==> config.mk <==
export PLATFORM = sky130hd
export DESIGN_NAME = lru_frame_replacer_flat
export DESIGN_NICKNAME = d
export VERILOG_FILES = /design/src/rtl/lrufr_pkg.sv /design/src/rtl/lrufr_if.sv /design/src/rtl/lrufr_link_ram.sv /design/src/rtl/lru_frame_replacer.sv /design/src/flat_wrapper.sv
export SDC_FILE = /design/constraint.sdc
export NUM_CORES = 1
export LEC_CHECK = 0
export BUFFER_PORTS_ARGS = -buffer_cell sky130_fd_sc_hd__buf_2
export CAP_MARGIN = 20
export CORE_UTILIZATION = 50
export DETAILED_ROUTE_END_ITERATION = 10
export PLACE_DENSITY = 0.72
export SLEW_MARGIN = 20
export SYNTH_ARGS = -nofsm -noshare
export SYNTH_HDL_FRONTEND = slang
export SYNTH_HIERARCHICAL = 1
export SYNTH_SLANG_ARGS = --single-unit
==> constraint.sdc <==
create_clock -name clk -period 7.5 [get_ports clk]
set_input_delay 1.5 -clock clk [delete_from_list [all_inputs] [get_ports clk]]
set_output_delay 1.5 -clock clk [all_outputs]
set_load 0.02 [all_outputs]
==> src/rtl/lrufr_pkg.sv <==
`timescale 1ns / 1ps
`default_nettype none

package lrufr_pkg;

    // Frame id and count widths
    localparam int ID_W      = 6;
    localparam int FRAME_IDS = 64;
    localparam int CNT_W     = 7;

    // Operation codes on the request channel
    typedef enum logic [1:0] {
        OP_VICTIM = 2'd0,
        OP_PIN    = 2'd1,
        OP_UNPIN  = 2'd2
    } op_t;

endpackage

`default_nettype wire

==> src/rtl/lrufr_if.sv <==
`timescale 1ns / 1ps
`default_nettype none

// Request channel: one operation per beat
interface lrufr_req_if;
    logic                          valid;
    logic                          ready;
    logic [1:0]                    op;
    logic [lrufr_pkg::ID_W-1:0]    frame;

    modport source (output valid, output op, output frame, input ready);
    modport sink   (input valid, input op, input frame, output ready);
endinterface

// Response channel: one result per beat
interface lrufr_rsp_if;
    logic                          valid;
    logic                          ready;
    logic                          found;
    logic [lrufr_pkg::ID_W-1:0]    victim_frame;
    logic [lrufr_pkg::CNT_W-1:0]   held_count;

    modport source (output valid, output found, output victim_frame, output held_count,
                    input ready);
    modport sink   (input valid, input found, input victim_frame, input held_count,
                    output ready);
endinterface

`default_nettype wire

==> src/rtl/lrufr_link_ram.sv <==
`timescale 1ns / 1ps
`default_nettype none

// One link table: one write port, one read port, registered read data
module lrufr_link_ram (
    input  wire                           clk,
    input  wire                           wr_en,
    input  wire [lrufr_pkg::ID_W-1:0]     wr_addr,
    input  wire [lrufr_pkg::ID_W-1:0]     wr_data,
    input  wire                           rd_en,
    input  wire [lrufr_pkg::ID_W-1:0]     rd_addr,
    output logic [lrufr_pkg::ID_W-1:0]    rd_data
);

    logic [lrufr_pkg::ID_W-1:0] mem [lrufr_pkg::FRAME_IDS];

    // Write port
    always_ff @(posedge clk)
    begin
        if (wr_en)
        begin
            mem[wr_addr] <= wr_data;
        end
    end

    // Read port, data held until the next read
    always_ff @(posedge clk)
    begin
        if (rd_en)
        begin
            rd_data <= mem[rd_addr];
        end
    end

endmodule

`default_nettype wire

==> src/rtl/lru_frame_replacer.sv <==
`timescale 1ns / 1ps
`default_nettype none

// Channel  Dir  Beat contents
// -------  ---  ---------------------------------------------
// req      in   op (victim / pin / unpin), frame
// rsp      out  found, victim_frame, held_count
//
// Each operation passes through accept, link table read, then update and
// result load. The registered read of the link tables needs its own step.
// Reset (rst_n low, asynchronous) clears the presence bits, head, tail, count
// and the result valid; link tables hold no reset value.
// A stalled rsp holds the update step; a new req is accepted while a result
// waits, once the previous operation has been written back.
module lru_frame_replacer #(
    parameter int unsigned FRAMES = 64
) (
    input  wire          clk,
    input  wire          rst_n,
    lrufr_req_if.sink    req,
    lrufr_rsp_if.source  rsp
);

    localparam int ID_W  = lrufr_pkg::ID_W;
    localparam int CNT_W = lrufr_pkg::CNT_W;

    typedef enum logic [2:0] {
        ST_IDLE = 3'b001,
        ST_RD   = 3'b010,
        ST_WR   = 3'b100
    } state_t;

    typedef enum logic [1:0] {
        ACT_NONE   = 2'd0,
        ACT_UNLINK = 2'd1,
        ACT_LINK   = 2'd2
    } act_t;

    state_t                          state_reg, state_next;
    logic [1:0]                      op_reg;
    logic [ID_W-1:0]                 frame_reg;
    logic [ID_W-1:0]                 tgt_reg, tgt_next;
    act_t                            act_reg, act_next;
    logic [lrufr_pkg::FRAME_IDS-1:0] present_reg, present_next;
    logic [ID_W-1:0]                 newest_reg, newest_next;
    logic [ID_W-1:0]                 oldest_reg, oldest_next;
    logic [CNT_W-1:0]                count_reg, count_next;

    logic                            out_valid_reg, out_valid_next;
    logic                            found_reg, found_next;
    logic [ID_W-1:0]                 victim_reg, victim_next;
    logic [CNT_W-1:0]                held_reg, held_next;

    logic                            req_fire;
    logic                            wr_fire;
    logic                            rd_en;
    logic [ID_W-1:0]                 older;
    logic [ID_W-1:0]                 newer;
    logic                            nl_wr_en, pl_wr_en;
    logic [ID_W-1:0]                 nl_wr_addr, nl_wr_data;
    logic [ID_W-1:0]                 pl_wr_addr, pl_wr_data;

    assign req.ready = (state_reg == ST_IDLE);
    assign req_fire  = req.valid && req.ready;
    assign wr_fire   = (state_reg == ST_WR) && (!out_valid_reg || rsp.ready);
    assign rd_en     = (state_reg == ST_RD);

    assign rsp.valid        = out_valid_reg;
    assign rsp.found        = found_reg;
    assign rsp.victim_frame = victim_reg;
    assign rsp.held_count   = held_reg;

    // Link tables: next_link points older, prev_link points newer
    lrufr_link_ram u_next_link (
        .clk     (clk),
        .wr_en   (nl_wr_en),
        .wr_addr (nl_wr_addr),
        .wr_data (nl_wr_data),
        .rd_en   (rd_en),
        .rd_addr (tgt_next),
        .rd_data (older)
    );

    lrufr_link_ram u_prev_link (
        .clk     (clk),
        .wr_en   (pl_wr_en),
        .wr_addr (pl_wr_addr),
        .wr_data (pl_wr_data),
        .rd_en   (rd_en),
        .rd_addr (tgt_next),
        .rd_data (newer)
    );

    // Decide the action and target from the current list state
    always_comb
    begin
        tgt_next = tgt_reg;
        act_next = act_reg;
        if (state_reg == ST_RD)
        begin
            tgt_next = frame_reg;
            act_next = ACT_NONE;
            case (op_reg)
                lrufr_pkg::OP_VICTIM:
                begin
                    tgt_next = oldest_reg;
                    if (count_reg != '0)
                    begin
                        act_next = ACT_UNLINK;
                    end
                end
                lrufr_pkg::OP_PIN:
                begin
                    if (present_reg[frame_reg])
                    begin
                        act_next = ACT_UNLINK;
                    end
                end
                lrufr_pkg::OP_UNPIN:
                begin
                    if (!present_reg[frame_reg] && (32'(count_reg) < FRAMES))
                    begin
                        act_next = ACT_LINK;
                    end
                end
                default:
                begin
                    act_next = ACT_NONE;
                end
            endcase
        end
    end

    // Update step: link writes, head/tail/count, result
    always_comb
    begin
        present_next = present_reg;
        newest_next  = newest_reg;
        oldest_next  = oldest_reg;
        count_next   = count_reg;
        nl_wr_en     = 1'b0;
        nl_wr_addr   = newer;
        nl_wr_data   = older;
        pl_wr_en     = 1'b0;
        pl_wr_addr   = older;
        pl_wr_data   = newer;
        found_next   = found_reg;
        victim_next  = victim_reg;
        held_next    = held_reg;

        if (wr_fire)
        begin
            case (act_reg)
                ACT_UNLINK:
                begin
                    if (count_reg <= CNT_W'(1))
                    begin
                        newest_next = '0;
                        oldest_next = '0;
                    end
                    else
                    begin
                        if (tgt_reg == newest_reg)
                        begin
                            newest_next = older;
                        end
                        else
                        begin
                            nl_wr_en = 1'b1;
                        end
                        if (tgt_reg == oldest_reg)
                        begin
                            oldest_next = newer;
                        end
                        else
                        begin
                            pl_wr_en = 1'b1;
                        end
                    end
                    present_next[tgt_reg] = 1'b0;
                    count_next = count_reg - CNT_W'(1);
                end
                ACT_LINK:
                begin
                    if (count_reg == '0)
                    begin
                        newest_next = tgt_reg;
                        oldest_next = tgt_reg;
                    end
                    else
                    begin
                        nl_wr_en    = 1'b1;
                        nl_wr_addr  = tgt_reg;
                        nl_wr_data  = newest_reg;
                        pl_wr_en    = 1'b1;
                        pl_wr_addr  = newest_reg;
                        pl_wr_data  = tgt_reg;
                        newest_next = tgt_reg;
                    end
                    present_next[tgt_reg] = 1'b1;
                    count_next = count_reg + CNT_W'(1);
                end
                default:
                begin
                end
            endcase

            found_next  = (op_reg == lrufr_pkg::OP_VICTIM) && (act_reg == ACT_UNLINK);
            victim_next = found_next ? tgt_reg : '0;
            held_next   = count_next;
        end
    end

    // Sequencer and result valid
    always_comb
    begin
        state_next     = state_reg;
        out_valid_next = out_valid_reg;
        if (rsp.ready)
        begin
            out_valid_next = 1'b0;
        end
        case (state_reg)
            ST_IDLE:
            begin
                if (req_fire)
                begin
                    state_next = ST_RD;
                end
            end
            ST_RD:
            begin
                state_next = ST_WR;
            end
            ST_WR:
            begin
                if (wr_fire)
                begin
                    state_next     = ST_IDLE;
                    out_valid_next = 1'b1;
                end
            end
            default:
            begin
                state_next = ST_IDLE;
            end
        endcase
    end

    // Control state
    always_ff @(posedge clk or negedge rst_n)
    begin
        if (!rst_n)
        begin
            state_reg     <= ST_IDLE;
            present_reg   <= '0;
            newest_reg    <= '0;
            oldest_reg    <= '0;
            count_reg     <= '0;
            out_valid_reg <= 1'b0;
        end
        else
        begin
            state_reg     <= state_next;
            present_reg   <= present_next;
            newest_reg    <= newest_next;
            oldest_reg    <= oldest_next;
            count_reg     <= count_next;
            out_valid_reg <= out_valid_next;
        end
    end

    // Payload registers
    always_ff @(posedge clk)
    begin
        if (req_fire)
        begin
            op_reg    <= req.op;
            frame_reg <= req.frame;
        end
        tgt_reg    <= tgt_next;
        act_reg    <= act_next;
        found_reg  <= found_next;
        victim_reg <= victim_next;
        held_reg   <= held_next;
    end

endmodule

`default_nettype wire

==> src/flat_wrapper.sv <==
// flat-port wrapper written by rule: the top's interface ports become plain ports
module lru_frame_replacer_flat 
#(
    parameter int unsigned FRAMES = 64
)
  (clk, rst_n, req_valid, req_op, req_frame, req_ready, rsp_valid, rsp_found, rsp_victim_frame, rsp_held_count, rsp_ready);
  lrufr_req_if req_i ();
  lrufr_rsp_if rsp_i ();
  input  wire clk;
  input  wire rst_n;
  input wire logic [$bits(req_i.valid)-1:0] req_valid;
  input wire logic [$bits(req_i.op)-1:0] req_op;
  input wire logic [$bits(req_i.frame)-1:0] req_frame;
  output wire logic [$bits(req_i.ready)-1:0] req_ready;
  output wire logic [$bits(rsp_i.valid)-1:0] rsp_valid;
  output wire logic [$bits(rsp_i.found)-1:0] rsp_found;
  output wire logic [$bits(rsp_i.victim_frame)-1:0] rsp_victim_frame;
  output wire logic [$bits(rsp_i.held_count)-1:0] rsp_held_count;
  input wire logic [$bits(rsp_i.ready)-1:0] rsp_ready;
  assign req_i.valid = req_valid;
  assign req_i.op = req_op;
  assign req_i.frame = req_frame;
  assign req_ready = req_i.ready;
  assign rsp_valid = rsp_i.valid;
  assign rsp_found = rsp_i.found;
  assign rsp_victim_frame = rsp_i.victim_frame;
  assign rsp_held_count = rsp_i.held_count;
  assign rsp_i.ready = rsp_ready;
  lru_frame_replacer #(.FRAMES(FRAMES)) u_core (.clk(clk), .rst_n(rst_n), .req(req_i), .rsp(rsp_i));
endmodule
==> results of run 1 <==
## worst max-delay path, cell delays in order, from the launching register on
cell and delay, ps:
edfxtp_1 400, inv_1 80, ha_2 150, buf_4 620, nand2_1 210, nor2_1 790, mux2_2 370, buf_4 580
nand4_1 850, nor2_1 730
## per-layer routing
layer	vias to the layer above	wire [um]	global-route usage, %
met5	-	0	0
met1	9832	33100	30.6
li1	8025	-	-
met2	829	37900	33.6
met3	141	6070	3.97
met4	0	1860	6.38
## worst paths after layout
check / start / to
max: u_core/act_reg[0] / u_core/u_prev_link/mem[47][1]
min reg2reg: flip-flop / flip-flop
min: flip-flop / flip-flop
max reg2reg: u_core/act_reg[0] / u_core/u_prev_link/mem[47][1]
max in group asynchronous: rst_n / asynchronous set/reset pin
min in group asynchronous: rst_n / asynchronous set/reset pin
## power by group through the flow
stage | registers (mW) | clock network [mW] | logic (mW)
final | 6.03 | 4.52 | 4.61
after global routing | 6.04 | 4.78 | 4.87
after CTS | 6.02 | 4.60 | 4.61
after detailed placement | 6.12 | 0 | 4.59
after global placement | 6.12 | 0 | 4.52
after floorplan | 6.00 | 0 | 3.48
## synth_stat cells, types with 7 or more instances
cell | count | area [um^2]
clkbuf_1 | 69 | 259
nor2_1 | 161 | 604
buf_2 | 29 | 145
a22o_1 | 12 | 105
mux2i_1 | 46 | 460
nor3_1 | 16 | 80.1
xor2_1 | 8 | 70.1
o221ai_1 | 19 | 166
nand2b_1 | 18 | 113
a22oi_1 | 8 | 60.1
mux4_1 | 12 | 315
o21ai_1 | 12 | 60.1
and3_1 | 7 | 43.8
inv_1 | 11 | 41.3
mux2_2 | 103 | 1160
mux4_2 | 189 | 4260
nand3_1 | 27 | 135
dfrtp_1 | 86 | 2150
o21ai_0 | 15 | 75.1
a21oi_1 | 23 | 115
nor2b_1 | 20 | 125
o31ai_1 | 7 | 52.6
a211oi_1 | 13 | 97.6
nand3b_1 | 9 | 67.6
edfxtp_1 | 804 | 24100
o22ai_1 | 25 | 156
a221oi_1 | 7 | 61.3
nand2_1 | 88 | 330
buf_6 | 12 | 135
o22a_1 | 13 | 114
## final cells by class
cell class,instances,area [um^2]
clock inverter,52,623
multi-input combinational,945,9750
fill,5309,32100
sequential,897,26400
inverter,11,41.3
clock buffer,107,2370
tap,959,1200
timing repair buffer,58,408
## cell families (layout without fill, tap and decap cells)
kind of cell / count (synthesis) / in the layout
and+or+nand+nor: 402 / 402
muxes: 355 / 355
adders and majority gates: 6 / 6
buffers and inverters: 132 / 228
DFF: 897 / 897
xor gates and xnor gates: 12 / 12
AOI/OAI and AO/OA: 170 / 170
## through the flow
step	setup slack (ps)	util [%]	total power, mW	instances
floorplan	3180	-	9.49	1974
global placement	2100	51.9	10.6	2870
detailed placement	1880	51.9	10.7	2870
CTS	2350	56.0	15.2	3029
global route	1990	56.0	15.7	3029
finish	2340	56.0	15.2	3029
==> impl_metrics.env, run 1 <==
export IMPL_status="finished clean"
export IMPL_clkPwrFrac_pct=29.8
export IMPL_clock_sinks=897
export IMPL_setup_viol=0
export IMPL_synth_xor_area_share_pct=0.285
export IMPL_synth_seq_area_share_pct=71.8
export IMPL_antenna_found_initial=0
export IMPL_cp_required_ps=7770
export IMPL_p_per_area_mw_per_mm2=371
export IMPL_crit_path_start_kind="flip-flop"
export IMPL_yosysUniqueCellTypes=70
export IMPL_cp_max_fo=87
export IMPL_ir_drop_uv=376
export IMPL_finClkSkew_ps=31.5
export IMPL_arrival_ps=5440
export IMPL_io_buffers=27
export IMPL_criticalPathCategory="reg -> reg"
export IMPL_area_growth_pct=10.8
export IMPL_clkLatencyLatePin_ps=640
export IMPL_synth_edff_count=804
export IMPL_finalHoldViolations=0
export IMPL_cts_made_buffers=89
export IMPL_fmaxAchievable_ghz=0.194
export IMPL_diodes=0
export IMPL_netlist_instances=1974
export IMPL_design_area_mm2=0.0408
export IMPL_ios=28
export IMPL_grt_pass1_vias=19000
export IMPL_cts_buffer_depth=3
export IMPL_via_count=18800
export IMPL_dr_pass1_iters=7
export IMPL_clkTransAtPathRegs_ps=60
export IMPL_routedWlPerCell_um=26.1
export IMPL_cts_resized=0
export IMPL_drv_slew=0
export IMPL_reg2reg_slack_ps=2340
export IMPL_num_rows=99
export IMPL_track_usage_pct=21.4
export IMPL_layout_nets=2020
export IMPL_seqPwrFrac_pct=39.7
export IMPL_ys_ff_latch=897
export IMPL_cts_root_buf="clkbuf_16"
export IMPL_finalCritPeriodShare_pct=68.9
export IMPL_final_common_cell="edfxtp_1"
export IMPL_ctsHtreeMaxLevel=3
export IMPL_slew_headroom_pct=33.3
export IMPL_synthArstFlopShare_pct=9.70
export IMPL_leakage_nw=13.4
export IMPL_mostFrequentLayoutCells="edfxtp_1, mux4_2, nor2_1, mux2_2, clkbuf_16"
export IMPL_worst_pin_slew_ps=996
export IMPL_power_switching_mw=4.74
export IMPL_die_area_mm2=0.0748
export IMPL_min_delay_path_depth=1
export IMPL_synth_flop_cell="edfxtp_1"
export IMPL_place_hpwl_um=45900
export IMPL_worst_r2r_cell_count=9
export IMPL_holdWs_ps=500
export IMPL_core_area_mm2=0.0730
export IMPL_synth_compound_area_share_pct=3.30
export IMPL_p_comb_share_pct=30.4
export IMPL_synth_area_per_cell_um2=18.7
export IMPL_wirelength_um=79000
export IMPL_gp_congestion=0.856
export IMPL_die_h_um=273
export IMPL_swShare_pct=31.3
export IMPL_end_kind="flip-flop"
export IMPL_synth_top_family_by_area="multiplexers"
export IMPL_grt_max_degree=118
export IMPL_cts_tree="done"
export IMPL_rsz0062_at_grt="false"
export IMPL_syn_cell_area_mm2=0.0368
export IMPL_hold_buffers=0
export IMPL_syn_nets=1992
export IMPL_hold_class="reg -> reg"
export IMPL_max_cap_violations=0
export IMPL_synth_warnings=6
export IMPL_drc=0
export IMPL_internal_power_mw=10.4
export IMPL_final_antenna_net_count=0
export IMPL_vias_per_cell=6.22
export IMPL_finalCriticalPeriod_ps=5160
export IMPL_grt_ovfl_total=0
export IMPL_synth_mux_area_share_pct=17.0
export IMPL_start_util_pct=50.5
export IMPL_grt_pass1_wl_um=119000
export IMPL_fin_tns_setup_ps=0
export IMPL_drive_gt1_share_pct=25.2
export IMPL_synth_simple_gate_area_share_pct=5.50
export IMPL_placed_area_mm2=0.0378
export IMPL_synth_fa_ha_area_share_pct=0.204
export IMPL_first_iter_violations=2117
export IMPL_largestRegisters="u_core/u_next_link/mem (384), u_core/u_prev_link/mem (384)"
export IMPL_dieWidth_um=273
export IMPL_cts_setup_buffers=0
(Power assumes the default switching activity.)
==> run 2: changes to the inputs <==
- clock period: 7.5 -> 4.9 ns (I/O delays scaled with it)
==> impl_metrics.env, run 2 (synthesized netlist as in run 1, its figures left out) <==
export IMPL_hold_class="in -> async"
export IMPL_seqPwrFrac_pct=39.2
export IMPL_power_switching_mw=7.28
export IMPL_routedWlPerCell_um=25.8
export IMPL_holdWs_ps=420
export IMPL_die_area_mm2=0.0748
export IMPL_dr_pass1_iters=8
export IMPL_status="finished clean"
export IMPL_dieWidth_um=273
export IMPL_largestRegisters="u_core/u_next_link/mem (384), u_core/u_prev_link/mem (384)"
export IMPL_drive_gt1_share_pct=25.6
export IMPL_end_kind="flip-flop"
export IMPL_area_growth_pct=11.6
export IMPL_cp_required_ps=5170
export IMPL_fmaxAchievable_ghz=0.220
export IMPL_grt_max_degree=88
export IMPL_fin_tns_setup_ps=0
export IMPL_cp_max_fo=22
export IMPL_layout_nets=2040
export IMPL_mostFrequentLayoutCells="edfxtp_1, mux4_2, nor2_1, mux2_2, clkbuf_16"
export IMPL_grt_pass1_wl_um=120000
export IMPL_final_antenna_net_count=0
export IMPL_fin_ws_ps=348
export IMPL_antenna_found_initial=0
export IMPL_start_util_pct=50.5
export IMPL_die_h_um=273
export IMPL_vias_per_cell=6.20
export IMPL_cts_root_buf="clkbuf_16"
export IMPL_criticalPathCategory="reg -> reg"
export IMPL_ios=28
export IMPL_p_per_area_mw_per_mm2=571
export IMPL_slew_headroom_pct=26.6
export IMPL_p_comb_share_pct=30.8
export IMPL_clock_sinks=897
export IMPL_grt_pass1_vias=19000
export IMPL_wirelength_um=78800
export IMPL_grt_ovfl_total=0
export IMPL_clkPwrFrac_pct=30.0
export IMPL_cts_made_buffers=91
export IMPL_ctsHtreeMaxLevel=3
export IMPL_internal_power_mw=16.2
export IMPL_clkLatencyLatePin_ps=640
export IMPL_cts_resized=0
export IMPL_crit_path_start_kind="flip-flop"
export IMPL_finalHoldViolations=0
export IMPL_via_count=19000
export IMPL_num_rows=99
export IMPL_finClkSkew_ps=40.1
export IMPL_pre_cts_slack_ps=209
export IMPL_drv_slew=0
export IMPL_place_hpwl_um=48100
export IMPL_rsz0062_at_grt="false"
export IMPL_swShare_pct=31.0
export IMPL_leakage_nw=13.6
export IMPL_final_common_cell="edfxtp_1"
export IMPL_track_usage_pct=21.4
export IMPL_cts_buffer_depth=3
export IMPL_worst_pin_slew_ps=1100
export IMPL_drc=0
export IMPL_ir_drop_uv=324
export IMPL_clkTransAtPathRegs_ps=60
export IMPL_cts_setup_buffers=0
export IMPL_gp_congestion=0.875
export IMPL_core_area_mm2=0.0730
export IMPL_reg2reg_slack_ps=350
export IMPL_cts_tree="done"
export IMPL_finalCriticalPeriod_ps=4550
export IMPL_setup_viol=0
export IMPL_finalCritPeriodShare_pct=92.9
export IMPL_first_iter_violations=2020
export IMPL_io_buffers=27
export IMPL_hold_buffers=0
export IMPL_max_cap_violations=0
export IMPL_arrival_ps=4820
==> run 2: routing by layer <==
layer / wire [um] / GRT usage, % / vias to the layer above
met1: 32400 / 30.5 / 9881
met2: 38100 / 33.8 / 886
met5: 0 / 0 / -
met3: 6300 / 3.64 / 128
met4: 2030 / 7.07 / 0
li1: - / - / 8063
==> run 2: cell type report <==
cell class              count  area, um^2
clock inverters            61         727
flip-flops and latches    897       26400
fillers                  5242       31900
inverters                  11        41.3
well taps                 959        1200
diodes                      1        2.50
multi-input cells         945        9740
repair buffers             76         609
clock buffers             106        2330
==> run 2: through the flow <==
| step | util [%] | power, mW | instances | area (um^2) |
|---|---|---|---|---|
| finish | 56.3 | 23.5 | 3056 | 41100 |
| global route | 56.3 | 24.3 | 3055 | 41100 |
| CTS | 56.3 | 23.6 | 3055 | 41100 |
| detailed placement | 52.1 | 16.6 | 2888 | 38000 |
| global placement | 52.1 | 16.5 | 2888 | 38000 |
| floorplan | - | 14.5 | 1974 | 36800 |
==> run 2: power groups by stage <==
| stage | Combinational, mW | Sequential (mW) | Clock (mW) |
|---|---|---|---|
| 6_report | 7.23 | 9.19 | 7.05 |
| 5_1_grt | 7.66 | 9.21 | 7.43 |
| 4_1_cts | 7.25 | 9.19 | 7.17 |
| 3_5_place_dp | 7.20 | 9.35 | 0 |
| 3_3_place_gp | 7.14 | 9.34 | 0 |
| 2_1_floorplan | 5.33 | 9.19 | 0 |
==> run 2: worst paths after layout <==
| path | startpoint | end | cells after the start |
|---|---|---|---|
| worst max register to register | u_core/count_reg[0] | u_core/u_next_link/mem[19][2] | 9 |
| min in group clk | flip-flop | flip-flop | 1 |
| worst max-delay path | u_core/count_reg[0] | u_core/u_next_link/mem[19][2] | 9 |
| worst min register to register | flip-flop | flip-flop | 1 |
| worst min-delay path | rst_n | asynchronous set/reset pin | 1 |
| max in group asynchronous | rst_n | u_core/count_reg[0] | 1 |
==> run 2: worst max-delay path: stages, from the launching register on <==
cell     delay [ps]
dfrtp_1         520
inv_1           130
ha_1            220
or3b_1          220
nand2_1         120
nor2_1          840
mux2_2          640
nor2b_1         240
nand3_1         560
nor2_1          670
